$ cat src/design/lfw_pkg.sv
`timescale 1ns / 1ps

package lfw_pkg;

  // Line store sizing
  localparam int unsigned MAX_WIDTH  = 255;
  localparam int unsigned STORE_AW   = 8;
  localparam int unsigned STORE_DEPTH = 2 ** STORE_AW;

  // Output word packing
  localparam int unsigned WORD_BYTES = 8;
  localparam int unsigned WORD_W     = 8 * WORD_BYTES;
  localparam int unsigned COUNT_W    = 4;
  localparam int unsigned OUT_TDATA_W = 72;

  // Register reset values and fixed bytes
  localparam logic [7:0] FOLD_RESET_WIDTH = 8'd80;
  localparam logic [7:0] NEWLINE_BYTE     = 8'h0A;

  // Configuration register indexes
  localparam logic CFG_FOLD_WIDTH  = 1'b0;
  localparam logic CFG_BREAK_BLANK = 1'b1;

  // Input operation codes
  localparam logic OP_DATA  = 1'b0;
  localparam logic OP_FLUSH = 1'b1;

  // Space, tab, newline, vertical tab, form feed, carriage return
  function automatic logic is_blank(input logic [7:0] b);
    return (b inside {8'h20, [8'h09:8'h0D]});
  endfunction

endpackage

$ cat src/design/line_fold_wrapper_top.sv
`timescale 1ns / 1ps

// Line folder for a byte stream.
// Input channel in_*: one transfer per item; in_tuser is the operation
// (0 text byte, 1 end of source), in_tdata the text byte.
// Output channel out_*: words of up to eight bytes, first byte lowest;
// out_tlast marks the last word caused by one input item.
// Config port cfg_*: index 0 is the fold width, index 1 the blank-break mode;
// write only while the block is idle.
// A text byte that needs no break is taken while the block stays idle, so the
// next item is not held back. An item that emits a line (newline, end of
// source, or a forced break) holds in_tready low until its final word is
// registered: the single read port of the line store delivers one byte per
// cycle while the output register is free, full words are handed off as
// they fill, and the newline goes into the final word. A forced break in
// blank mode after the width was lowered first scans the store backward,
// one entry per cycle.
// Reset clears the held line and restores width 80, blank mode off; the
// store needs no clearing pass. A stalled receiver holds the output
// register; emission pauses and in_tready stays low until the item is done.
module line_fold_wrapper_top
  import lfw_pkg::*;
(
  input  logic                   clk,
  input  logic                   rst_n,
  // Input stream
  input  logic                   in_tvalid,
  output logic                   in_tready,
  input  logic [7:0]             in_tdata,   // [7:0] data_byte
  input  logic                   in_tuser,   // [0] operation
  // Output stream
  output logic                   out_tvalid,
  input  logic                   out_tready,
  output logic [OUT_TDATA_W-1:0] out_tdata,  // [63:0] out_bytes, [67:64] byte_count
  output logic                   out_tlast,  // last_word
  // Configuration writes
  input  logic                   cfg_we,
  input  logic                   cfg_addr,
  input  logic [7:0]             cfg_wdata
);

  typedef enum logic [3:0] {
    S_IDLE  = 4'b0001,
    S_SCAN  = 4'b0010,
    S_EMIT  = 4'b0100,
    S_FLUSH = 4'b1000
  } state_t;

  // Config registers
  logic [7:0] fold_width_r;
  logic       break_blank_r;

  // Control state
  state_t     state_r, state_nxt;
  logic [7:0] head_r, head_nxt;
  logic [7:0] held_r, held_nxt;
  logic       seen_r, seen_nxt;
  logic [7:0] slot_r, slot_nxt;
  logic [7:0] cut_r, cut_nxt;
  logic       brk_r, brk_nxt;
  logic [7:0] rd_idx_r, rd_idx_nxt;
  logic       pend_r, pend_nxt;
  logic [7:0] scan_idx_r, scan_idx_nxt;
  logic       scan_go_r, scan_go_nxt;
  logic       spend_r, spend_nxt;
  logic [7:0] sidx_r, sidx_nxt;
  logic [3:0] asm_cnt_r, asm_cnt_nxt;
  logic       out_valid_r, out_valid_nxt;

  // Payload registers
  logic [7:0]        byte_r, byte_nxt;
  logic [WORD_W-1:0] asm_r, asm_nxt;
  logic [WORD_W-1:0] out_bytes_r, out_bytes_nxt;
  logic [3:0]        out_cnt_r, out_cnt_nxt;
  logic              out_last_r, out_last_nxt;

  // Line store
  logic [7:0]          mem [0:STORE_DEPTH-1];
  logic [7:0]          mem_q;
  logic [STORE_AW-1:0] rd_addr;
  logic                wr_en;
  logic [STORE_AW-1:0] wr_addr;
  logic [7:0]          wr_data;

  // Helpers
  logic [7:0] w_eff;
  logic       in_xfer;
  logic       out_free;
  logic       move;
  logic [3:0] base;
  logic [3:0] cnt_after;
  logic [7:0] fin_head, fin_held;
  logic       fin_seen;

  assign w_eff     = (fold_width_r == 8'd0) ? 8'd1 : fold_width_r;
  assign in_tready = (state_r == S_IDLE);
  assign in_xfer   = in_tvalid && in_tready;
  assign out_free  = !out_valid_r || out_tready;

  assign out_tvalid = out_valid_r;
  assign out_tdata  = {4'd0, out_cnt_r, out_bytes_r};
  assign out_tlast  = out_last_r;

  assign rd_addr = head_r + ((state_r == S_SCAN) ? scan_idx_r : rd_idx_r);

  // Word assembly during emission
  assign move      = (state_r == S_EMIT) && (asm_cnt_r == 4'd8) && out_free;
  assign base      = move ? 4'd0 : asm_cnt_r;
  assign cnt_after = base + {3'd0, pend_r};

  // Held line after a break is retired
  assign fin_head = head_r + cut_r;
  assign fin_held = held_r - cut_r;
  assign fin_seen = seen_r && (slot_r >= cut_r);

  // Next-state logic
  always_comb begin
    state_nxt     = state_r;
    head_nxt      = head_r;
    held_nxt      = held_r;
    seen_nxt      = seen_r;
    slot_nxt      = slot_r;
    cut_nxt       = cut_r;
    brk_nxt       = brk_r;
    rd_idx_nxt    = rd_idx_r;
    pend_nxt      = 1'b0;
    scan_idx_nxt  = scan_idx_r;
    scan_go_nxt   = scan_go_r;
    spend_nxt     = 1'b0;
    sidx_nxt      = sidx_r;
    asm_cnt_nxt   = asm_cnt_r;
    asm_nxt       = asm_r;
    byte_nxt      = byte_r;
    out_valid_nxt = out_valid_r && !out_tready;
    out_bytes_nxt = out_bytes_r;
    out_cnt_nxt   = out_cnt_r;
    out_last_nxt  = out_last_r;
    wr_en         = 1'b0;
    wr_addr       = head_r + held_r;
    wr_data       = in_tdata;

    case (state_r)
      S_IDLE: begin
        if (in_xfer) begin
          rd_idx_nxt = 8'd0;
          if (in_tuser == OP_FLUSH || in_tdata == NEWLINE_BYTE) begin
            // Emit the whole held line; end of source with nothing held is silent
            if (in_tuser == OP_DATA || held_r != 8'd0) begin
              cut_nxt   = held_r;
              brk_nxt   = 1'b0;
              state_nxt = S_EMIT;
            end
          end else if (held_r < w_eff) begin
            // Plain append
            wr_en    = 1'b1;
            held_nxt = held_r + 8'd1;
            if (is_blank(in_tdata)) begin
              seen_nxt = 1'b1;
              slot_nxt = held_r;
            end
          end else begin
            // Forced break, byte appended once the line is out
            brk_nxt  = 1'b1;
            byte_nxt = in_tdata;
            if (break_blank_r && seen_r && slot_r < w_eff) begin
              cut_nxt   = slot_r + 8'd1;
              state_nxt = S_EMIT;
            end else if (break_blank_r && seen_r) begin
              scan_idx_nxt = w_eff - 8'd1;
              scan_go_nxt  = 1'b1;
              state_nxt    = S_SCAN;
            end else begin
              cut_nxt   = w_eff;
              state_nxt = S_EMIT;
            end
          end
        end
      end

      S_SCAN: begin
        // Backward search for the last blank within the width
        if (spend_r && is_blank(mem_q)) begin
          cut_nxt   = sidx_r + 8'd1;
          state_nxt = S_EMIT;
        end else if (spend_r && sidx_r == 8'd0) begin
          cut_nxt   = w_eff;
          state_nxt = S_EMIT;
        end else if (scan_go_r) begin
          spend_nxt = 1'b1;
          sidx_nxt  = scan_idx_r;
          if (scan_idx_r == 8'd0) begin
            scan_go_nxt = 1'b0;
          end else begin
            scan_idx_nxt = scan_idx_r - 8'd1;
          end
        end
      end

      S_EMIT: begin
        if (move) begin
          out_valid_nxt = 1'b1;
          out_bytes_nxt = asm_r;
          out_cnt_nxt   = asm_cnt_r;
          out_last_nxt  = 1'b0;
          asm_nxt       = '0;
        end
        asm_cnt_nxt = cnt_after;
        if (pend_r) begin
          asm_nxt[base[2:0]*8 +: 8] = mem_q;
        end
        if (rd_idx_r < cut_r && cnt_after < 4'd8) begin
          rd_idx_nxt = rd_idx_r + 8'd1;
          pend_nxt   = 1'b1;
        end else if (rd_idx_r == cut_r && !pend_r && base < 4'd8) begin
          asm_nxt[base[2:0]*8 +: 8] = NEWLINE_BYTE;
          asm_cnt_nxt = base + 4'd1;
          state_nxt   = S_FLUSH;
        end
      end

      S_FLUSH: begin
        if (out_free) begin
          out_valid_nxt = 1'b1;
          out_bytes_nxt = asm_r;
          out_cnt_nxt   = asm_cnt_r;
          out_last_nxt  = 1'b1;
          asm_nxt       = '0;
          asm_cnt_nxt   = 4'd0;
          state_nxt     = S_IDLE;
          if (brk_r) begin
            // Drop the emitted bytes, keep the tail, append the pending byte
            head_nxt = fin_head;
            wr_en    = 1'b1;
            wr_addr  = fin_head + fin_held;
            wr_data  = byte_r;
            held_nxt = fin_held + 8'd1;
            if (is_blank(byte_r)) begin
              seen_nxt = 1'b1;
              slot_nxt = fin_held;
            end else begin
              seen_nxt = fin_seen;
              slot_nxt = fin_seen ? (slot_r - cut_r) : 8'd0;
            end
          end else begin
            held_nxt = 8'd0;
            seen_nxt = 1'b0;
            slot_nxt = 8'd0;
          end
        end
      end

      default: begin
        state_nxt = S_IDLE;
      end
    endcase
  end

  // Control registers
  always_ff @(posedge clk) begin
    if (!rst_n) begin
      state_r       <= S_IDLE;
      fold_width_r  <= FOLD_RESET_WIDTH;
      break_blank_r <= 1'b0;
      head_r        <= 8'd0;
      held_r        <= 8'd0;
      seen_r        <= 1'b0;
      slot_r        <= 8'd0;
      cut_r         <= 8'd0;
      brk_r         <= 1'b0;
      rd_idx_r      <= 8'd0;
      pend_r        <= 1'b0;
      scan_idx_r    <= 8'd0;
      scan_go_r     <= 1'b0;
      spend_r       <= 1'b0;
      sidx_r        <= 8'd0;
      asm_cnt_r     <= 4'd0;
      asm_r         <= '0;
      out_valid_r   <= 1'b0;
    end else begin
      state_r    <= state_nxt;
      head_r     <= head_nxt;
      held_r     <= held_nxt;
      seen_r     <= seen_nxt;
      slot_r     <= slot_nxt;
      cut_r      <= cut_nxt;
      brk_r      <= brk_nxt;
      rd_idx_r   <= rd_idx_nxt;
      pend_r     <= pend_nxt;
      scan_idx_r <= scan_idx_nxt;
      scan_go_r  <= scan_go_nxt;
      spend_r    <= spend_nxt;
      sidx_r     <= sidx_nxt;
      asm_cnt_r  <= asm_cnt_nxt;
      asm_r      <= asm_nxt;
      out_valid_r <= out_valid_nxt;
      if (cfg_we) begin
        case (cfg_addr)
          CFG_FOLD_WIDTH:  fold_width_r  <= cfg_wdata;
          CFG_BREAK_BLANK: break_blank_r <= cfg_wdata[0];
          default: ;
        endcase
      end
    end
  end

  // Payload registers
  always_ff @(posedge clk) begin
    byte_r      <= byte_nxt;
    out_bytes_r <= out_bytes_nxt;
    out_cnt_r   <= out_cnt_nxt;
    out_last_r  <= out_last_nxt;
  end

  // Line store: one write port, one registered read port
  always_ff @(posedge clk) begin
    if (wr_en) begin
      mem[wr_addr] <= wr_data;
    end
    mem_q <= mem[rd_addr];
  end

  // Assembly word never overfills
  a_asm_cnt: assert property (@(posedge clk) disable iff (!rst_n)
    asm_cnt_r <= 4'd8)
    else $error("assembly count above eight");

  // Store reads feeding the word only happen while emitting
  a_pend_emit: assert property (@(posedge clk) disable iff (!rst_n)
    pend_r |-> state_r == S_EMIT)
    else $error("store read pending outside emission");

  // The final word always carries at least the newline
  a_flush_nonempty: assert property (@(posedge clk) disable iff (!rst_n)
    state_r == S_FLUSH |-> asm_cnt_r != 4'd0)
    else $error("empty final word");

  // Read index never passes the line length
  a_rd_idx: assert property (@(posedge clk) disable iff (!rst_n)
    state_r == S_EMIT |-> rd_idx_r <= cut_r)
    else $error("read index past line end");

  // A byte that overflows the width always starts a break
  a_break_start: assert property (@(posedge clk) disable iff (!rst_n)
    (in_xfer && in_tuser == OP_DATA && in_tdata != NEWLINE_BYTE && held_r >= w_eff)
      |=> state_r != S_IDLE)
    else $error("forced break not started");

endmodule

$ cat config.mk
export PLATFORM = sky130hd
export DESIGN_NAME = line_fold_wrapper_top
export DESIGN_NICKNAME = d
export VERILOG_FILES = /design/src/design/lfw_pkg.sv /design/src/design/line_fold_wrapper_top.sv
export SDC_FILE = /design/constraint.sdc
export NUM_CORES = 2
export LEC_CHECK = 0
export ABC_AREA = 1
export BUFFER_PORTS_ARGS = -buffer_cell sky130_fd_sc_hd__buf_2
export CORE_MARGIN = 3
export CORE_UTILIZATION = 40
export CTS_BUF_LIST = sky130_fd_sc_hd__clkbuf_8 sky130_fd_sc_hd__clkbuf_16
export CTS_CLUSTER_DIAMETER = 60
export DETAILED_ROUTE_END_ITERATION = 6
export SETUP_SLACK_MARGIN = 0.02
export SLEW_MARGIN = 20
export SYNTH_ARGS = -nofsm -noshare
export SYNTH_HDL_FRONTEND = slang
export SYNTH_SLANG_ARGS = --single-unit
$ cat constraint.sdc
create_clock -name clk -period 29.1 [get_ports clk]
set_input_delay 2.91 -clock clk [delete_from_list [all_inputs] [get_ports clk]]
set_output_delay 2.91 -clock clk [all_outputs]
set_load 0.02 [all_outputs]
Word-level counts from Yosys, hierarchy flattened:

Memories as Yosys holds them, arrays and structs flattened. A register that Yosys moved wholly into a read port is not among the register bits.
Cells that the tools add are included.

* add/sub/neg operators: 16
* $lt $le $gt $ge: 12
* bitwise logic cells: 8
* shift-type cells: 3
* equality and inequality tests: 32
* multiplexer cells: 115
* reductions and logical operators: 49

Operators with widths (count)
* 64-bit two-way mux: 9
* 8-bit two-way mux: 40
* 64-bit case mux with 2 select lines: 2
* 64-bit bitwise mux: 2
* 8-bit case mux with 2 select lines: 5
* 8-bit by 34-bit variable shift with 64-bit output (first input constant): 1
* 8-bit by 34-bit variable part select with 64-bit output: 1
* 8-bit by 34-bit variable part select with 64-bit output (first input constant): 1
* 4-bit two-way mux: 15
* 8-bit by 1-bit adder with 8-bit output (second input constant): 5
* 6-bit negator with 34-bit output: 1
* 8-bit adder: 4
* 1-bit two-way mux: 32
* 8-bit by 6-bit == test with 1-bit output (second input constant): 3
* 8-bit by 4-bit >= comparator with 1-bit output (second input constant): 3
* 8-bit by 4-bit less-or-equal comparator with 1-bit output (second input constant): 3
* 8-bit zero test: 3
* 8-bit < comparator: 3
* 2-bit inequality test (second input constant): 11
* 4-bit case mux with 2 select lines: 2
* 4-bit case mux with 4 select lines: 1
* 8-bit by 1-bit subtractor with 8-bit output (second input constant): 2
* 8-bit subtractor: 2
* 1-bit logical AND: 15
* other kinds (31): 69

* memory bits (writable): 2048
* input bits: 23
* output and inout port bits: 75
* memories: 1
* register bits after elaboration: 220
* logic and storage cells: 258

Memory list
* mem: words 256, bits a word 8, read ports 1, clocked after memory_dff 1, write ports 1, line line_fold_wrapper_top.sv:78 `logic [7:0] mem [0:STORE_DEPTH-1];`

Logic depth before layout (Yosys ltp):

* depth in word-level cells: 13
* mapped depth: 26
* gate-level depth less buffers: 22

Worst setup path after synthesis:

No wires, ideal clock.

* kind: input -> register
* from: in out_tready
* to: mem mem[0][0], data pin
* required time: 26911 ps
* cell stages on the path: 7
* setup time: 2189 ps
* setup slack: 13342 ps
* buffers on the path: 2
* data arrival time: 13569 ps
* cell sequence: inv_1 -> nand2_1 -> nand2_8 -> inv_2 -> buf_6 -> clkbuf_1 -> o21ai_0

* cells in the longest elaborated chain, start to end: 3

RTL lines
* start: declaration: line line_fold_wrapper_top.sv:33 `input logic out_tready,`
* 1-bit logical OR: line line_fold_wrapper_top.sv:98 `assign out_free = !out_valid_r || out_tready;`
* 8-bit two-way mux: line line_fold_wrapper_top.sv:222 `if (out_free) begin`
* 8-bit two-way mux: line line_fold_wrapper_top.sv:142 `case (state_r)`
* via wr_data[0]: line line_fold_wrapper_top.sv:83 `logic [7:0] wr_data;`
* end: declaration: line line_fold_wrapper_top.sv:78

The timed path passes the listed nets, and every way through them passes these cells.

Final worst setup path:

* from: reg state_r[3]
* to: reg mem_q[0] (read register of mem)

* cells in the longest elaborated chain, start to end: 3

RTL lines
* start: declaration: line line_fold_wrapper_top.sv:54 `state_t state_r, state_nxt;`
* start signal: assignment: line line_fold_wrapper_top.sv:280 `state_r <= state_nxt;`
* 4-bit by 2-bit == test with 1-bit output: line line_fold_wrapper_top.sv:104 `assign rd_addr = head_r + ((state_r == S_SCAN) ? scan_idx_r : rd_idx_r);`
* 8-bit two-way mux: line line_fold_wrapper_top.sv:104
* 8-bit adder: line line_fold_wrapper_top.sv:104
* end: declaration: line line_fold_wrapper_top.sv:79 `logic [7:0] mem_q;`

No other way between the ends.
A chain may end at the register's enable or synchronous reset.

==> impl_metrics.toml <==
[run_status]
status = "finished with violations"
failed_checks = "DRC"

[place]
place_inst = 11100
hpwl_microns = 156000
placed_area_sq_um = 99500
gp_congestion = 0.886
portBuffers = 93

[synth]
syn-cell-area_sq_um = 96300
ys.flop_type = "edfxtp_1"
netlist_instances = 8267
ys_seq_area_frac = 0.694
synth_edf_count = 2125
synth_cell_types = 62
async_flop_share = 0
synth-seq-cells = 2276
synth_area_per_cell_sq_um = 11.6
yosysWarnings = 0

[worst_hold_path]
worstHoldStart = "asm_r[59]$_SDFFE_PN0P_"
min_path_type = "reg2reg"

[detailed_routing]
drc = 1
wire_per_inst_microns = 23.1
num_vias = 64800
ant_nets = 0
totalWireLength_microns = 266000
drtPass1Iterations = 7
drt_iter0_drc = 7853
vias_per_cell = 5.62

[timing]
setup-tns-final_ns = 0
finalSetupViolCount = 0
max_freq_ghz = 0.135
clock_skew_ns = 0.0638
worst_pin_slew_ns = 1.25
post-route-min-period_ns = 7.39
timing.slew.headroom = 0.169
post-route-period-util = 0.254
final_max_slew_viol_count = 0
rsz0062_at_grt = "false"
hold_viol = 0

[power]
power_mw = 9.29
p_per_area_nw_per_um2 = 86.6
leakage_nw = 36.4
vdd_drop_max_uv = 72.7

[cells_and_area]
final_nets = 8277
largest_reg_flops = 2048
layout_commonest_cell = "edfxtp_1"
post-route-util = 0.449
top_register = "mem"
reg_top3 = "mem x2048, asm_r x64, out_bytes_r x64"
syn_to_final_growth_pct = 11.4
fillers = 21600
drive_above_1_share = 0.0767
final_design_area_no_fill_sq_um = 107000
final_cell_mix = "2,125 x edfxtp_1, 1,440 x nor2_1, 1,287 x nand2_1"
finalNonFillerCells = 11500

[clocking]
clkLatencyLatePin_ns = 0.90
cts_max_path_buffers = 3
cts_tree = "done"
cts_buffers = 231
cts_sinks = 2276
root_buffer = "clkbuf_16"
cts_hold_buffers = 0
cts_setup_buffers = 0
h-tree-depth = 4
ctsResizeCount = 0
path_clk_slew_ns = 0.07

[critical_path]
critPathMaxFanout = 77
arrival_ns = 8.22
startpoint = "state_r[3]$_SDFFE_PN0P_"
r2r_start = "state_r[3]$_SDFFE_PN0P_"
crit_path_end_kind = "flip-flop"
critPathLaunchType = "flip-flop"
critPathRequiredTime_ns = 29.93
path_class = "reg2reg"

[grt]
antenna_found_initial = 10
grt_pass1_vias = 61700
grt_max_degree = 202
grt_remaining_overflow = 0
grt_pass1_wl_microns = 397000
grt_usage = 0.211

[floorplan]
core_area_sq_um = 239000
die-area_sq_um = 247000
dieHeight_microns = 497
rows = 179
dieWidth_microns = 497
initial_core_util = 0.403
io_pins = 98

[job]
maxCapViolCount = 0
[metal layers]
layer | up-vias | track usage | share of wire
met1 | 32300 | 0.300 | 0.43
li1 | 29500 | - | -
met4 | 0 | 0.0688 | 0.031
met2 | 2616 | 0.329 | 0.46
met3 | 418 | 0.0374 | 0.083
met5 | - | 0 | 0
[metrics by stage]
step                      hold slack, ns  worst slack (ns)
after floorplan                    0.409             13.34
after global placement             0.421             22.05
after detailed placement           0.429             21.90
after CTS                          0.446             21.90
after global routing               0.454             21.20
final                              0.444             21.71
[report_power, final]
group	total [mW]	switching, mW	leakage [nW]	internal, mW
clock network	2.97	1.29	3.91	1.68
registers	3.70	0.0736	20.4	3.62
logic	2.62	1.83	12.1	0.786
[layout make-up]
type | instances | area (sq um) | share of cell area
Sequential cell | 2276 | 66800 | 0.623
Multi-Input combinational cell | 5247 | 26600 | 0.248
Clock buffer | 241 | 5950 | 0.0555
Tap cell | 3167 | 3960 | 0.0369
Clock inverter | 191 | 1760 | 0.0164
Timing Repair Buffer | 183 | 1260 | 0.0117
Inverter | 231 | 896 | 0.00835
Antenna cell | 4 | 10.0 | 0.0000933
[logic make-up (layout without fill, tap and decap cells)]
kind of cell | after synthesis | after routing | share of synthesized area
and+or+nand+nor | 3340 | 3340 | 0.143
DFF | 2276 | 2276 | 0.694
AOI/OAI and AO/OA | 1533 | 1533 | 0.0906
buffers and inverters | 747 | 846 | 0.0320
muxes | 240 | 240 | 0.0250
adders and majority gates | 84 | 84 | 0.0114
xor gates and xnor gates | 46 | 46 | 0.00434
other | 1 | 8 | 0.0000389
[worst max-delay path, cell delays in order, from the launching register on]
cell and delay, ns:
dfxtp_1 0.36, nor2_1 0.15, nand3_1 0.41, inv_2 0.44
o21ai_0 0.14, inv_1 0.10, ha_4 0.13, inv_1 0.05
fa_4 1.30, buf_4 0.69, buf_4 0.70, buf_4 0.67
buf_4 0.68, o21ai_0 0.20, o22ai_1 0.21, nand2_1 0.08
nand3_1 0.10, nand3_1 0.08, nand3_1 0.25, nand3_1 0.13
nand2_1 0.09, nand2_1 0.05, nand2_1 0.11
[final timing paths]
check | end | slack [ns] | depth (start not counted)
min reg2reg | out_bytes_r[59]$_DFFE_PP_ | 0.44 | 0
max | mem_q[0]$_DFF_P_ | 21.71 | 22
min | out_bytes_r[59]$_DFFE_PP_ | 0.44 | 0
max reg2reg | mem_q[0]$_DFF_P_ | 21.71 | 22
[synthesized netlist by cell type (4+ instances only)]
master    instances  area share
o32ai_1         164       0.015
clkbuf_1        320       0.012
dfxtp_1         151       0.031
o21a_1            4     0.00031
inv_2            16     0.00062
nand2_1        1300       0.051
buf_6            10      0.0012
mux2i_1         239       0.025
nor4_1            6     0.00039
o22ai_1         253       0.016
o21ai_0         860       0.045
a31oi_1           6     0.00039
nand3_4          12      0.0022
inv_1           211      0.0082
buf_1            46      0.0018
or2_2             7     0.00045
fa_1              6      0.0012
xnor2_1          17      0.0015
nor2_1         1441       0.056
nand3_2          10      0.0010
o21ai_1           7     0.00036
buf_4             9     0.00070
a21oi_1         207       0.011
nor2_4            4     0.00047
nor2_2            6     0.00039
edfxtp_1       2125        0.66
o211ai_1         19      0.0015
nand2_2          14     0.00091
xor2_1           27      0.0025
nor3_1           23      0.0012
nand4_1          35      0.0023
nand3_1         463       0.024
ha_1             78       0.010
buf_2           131      0.0068
(Power assumes the default switching activity.)
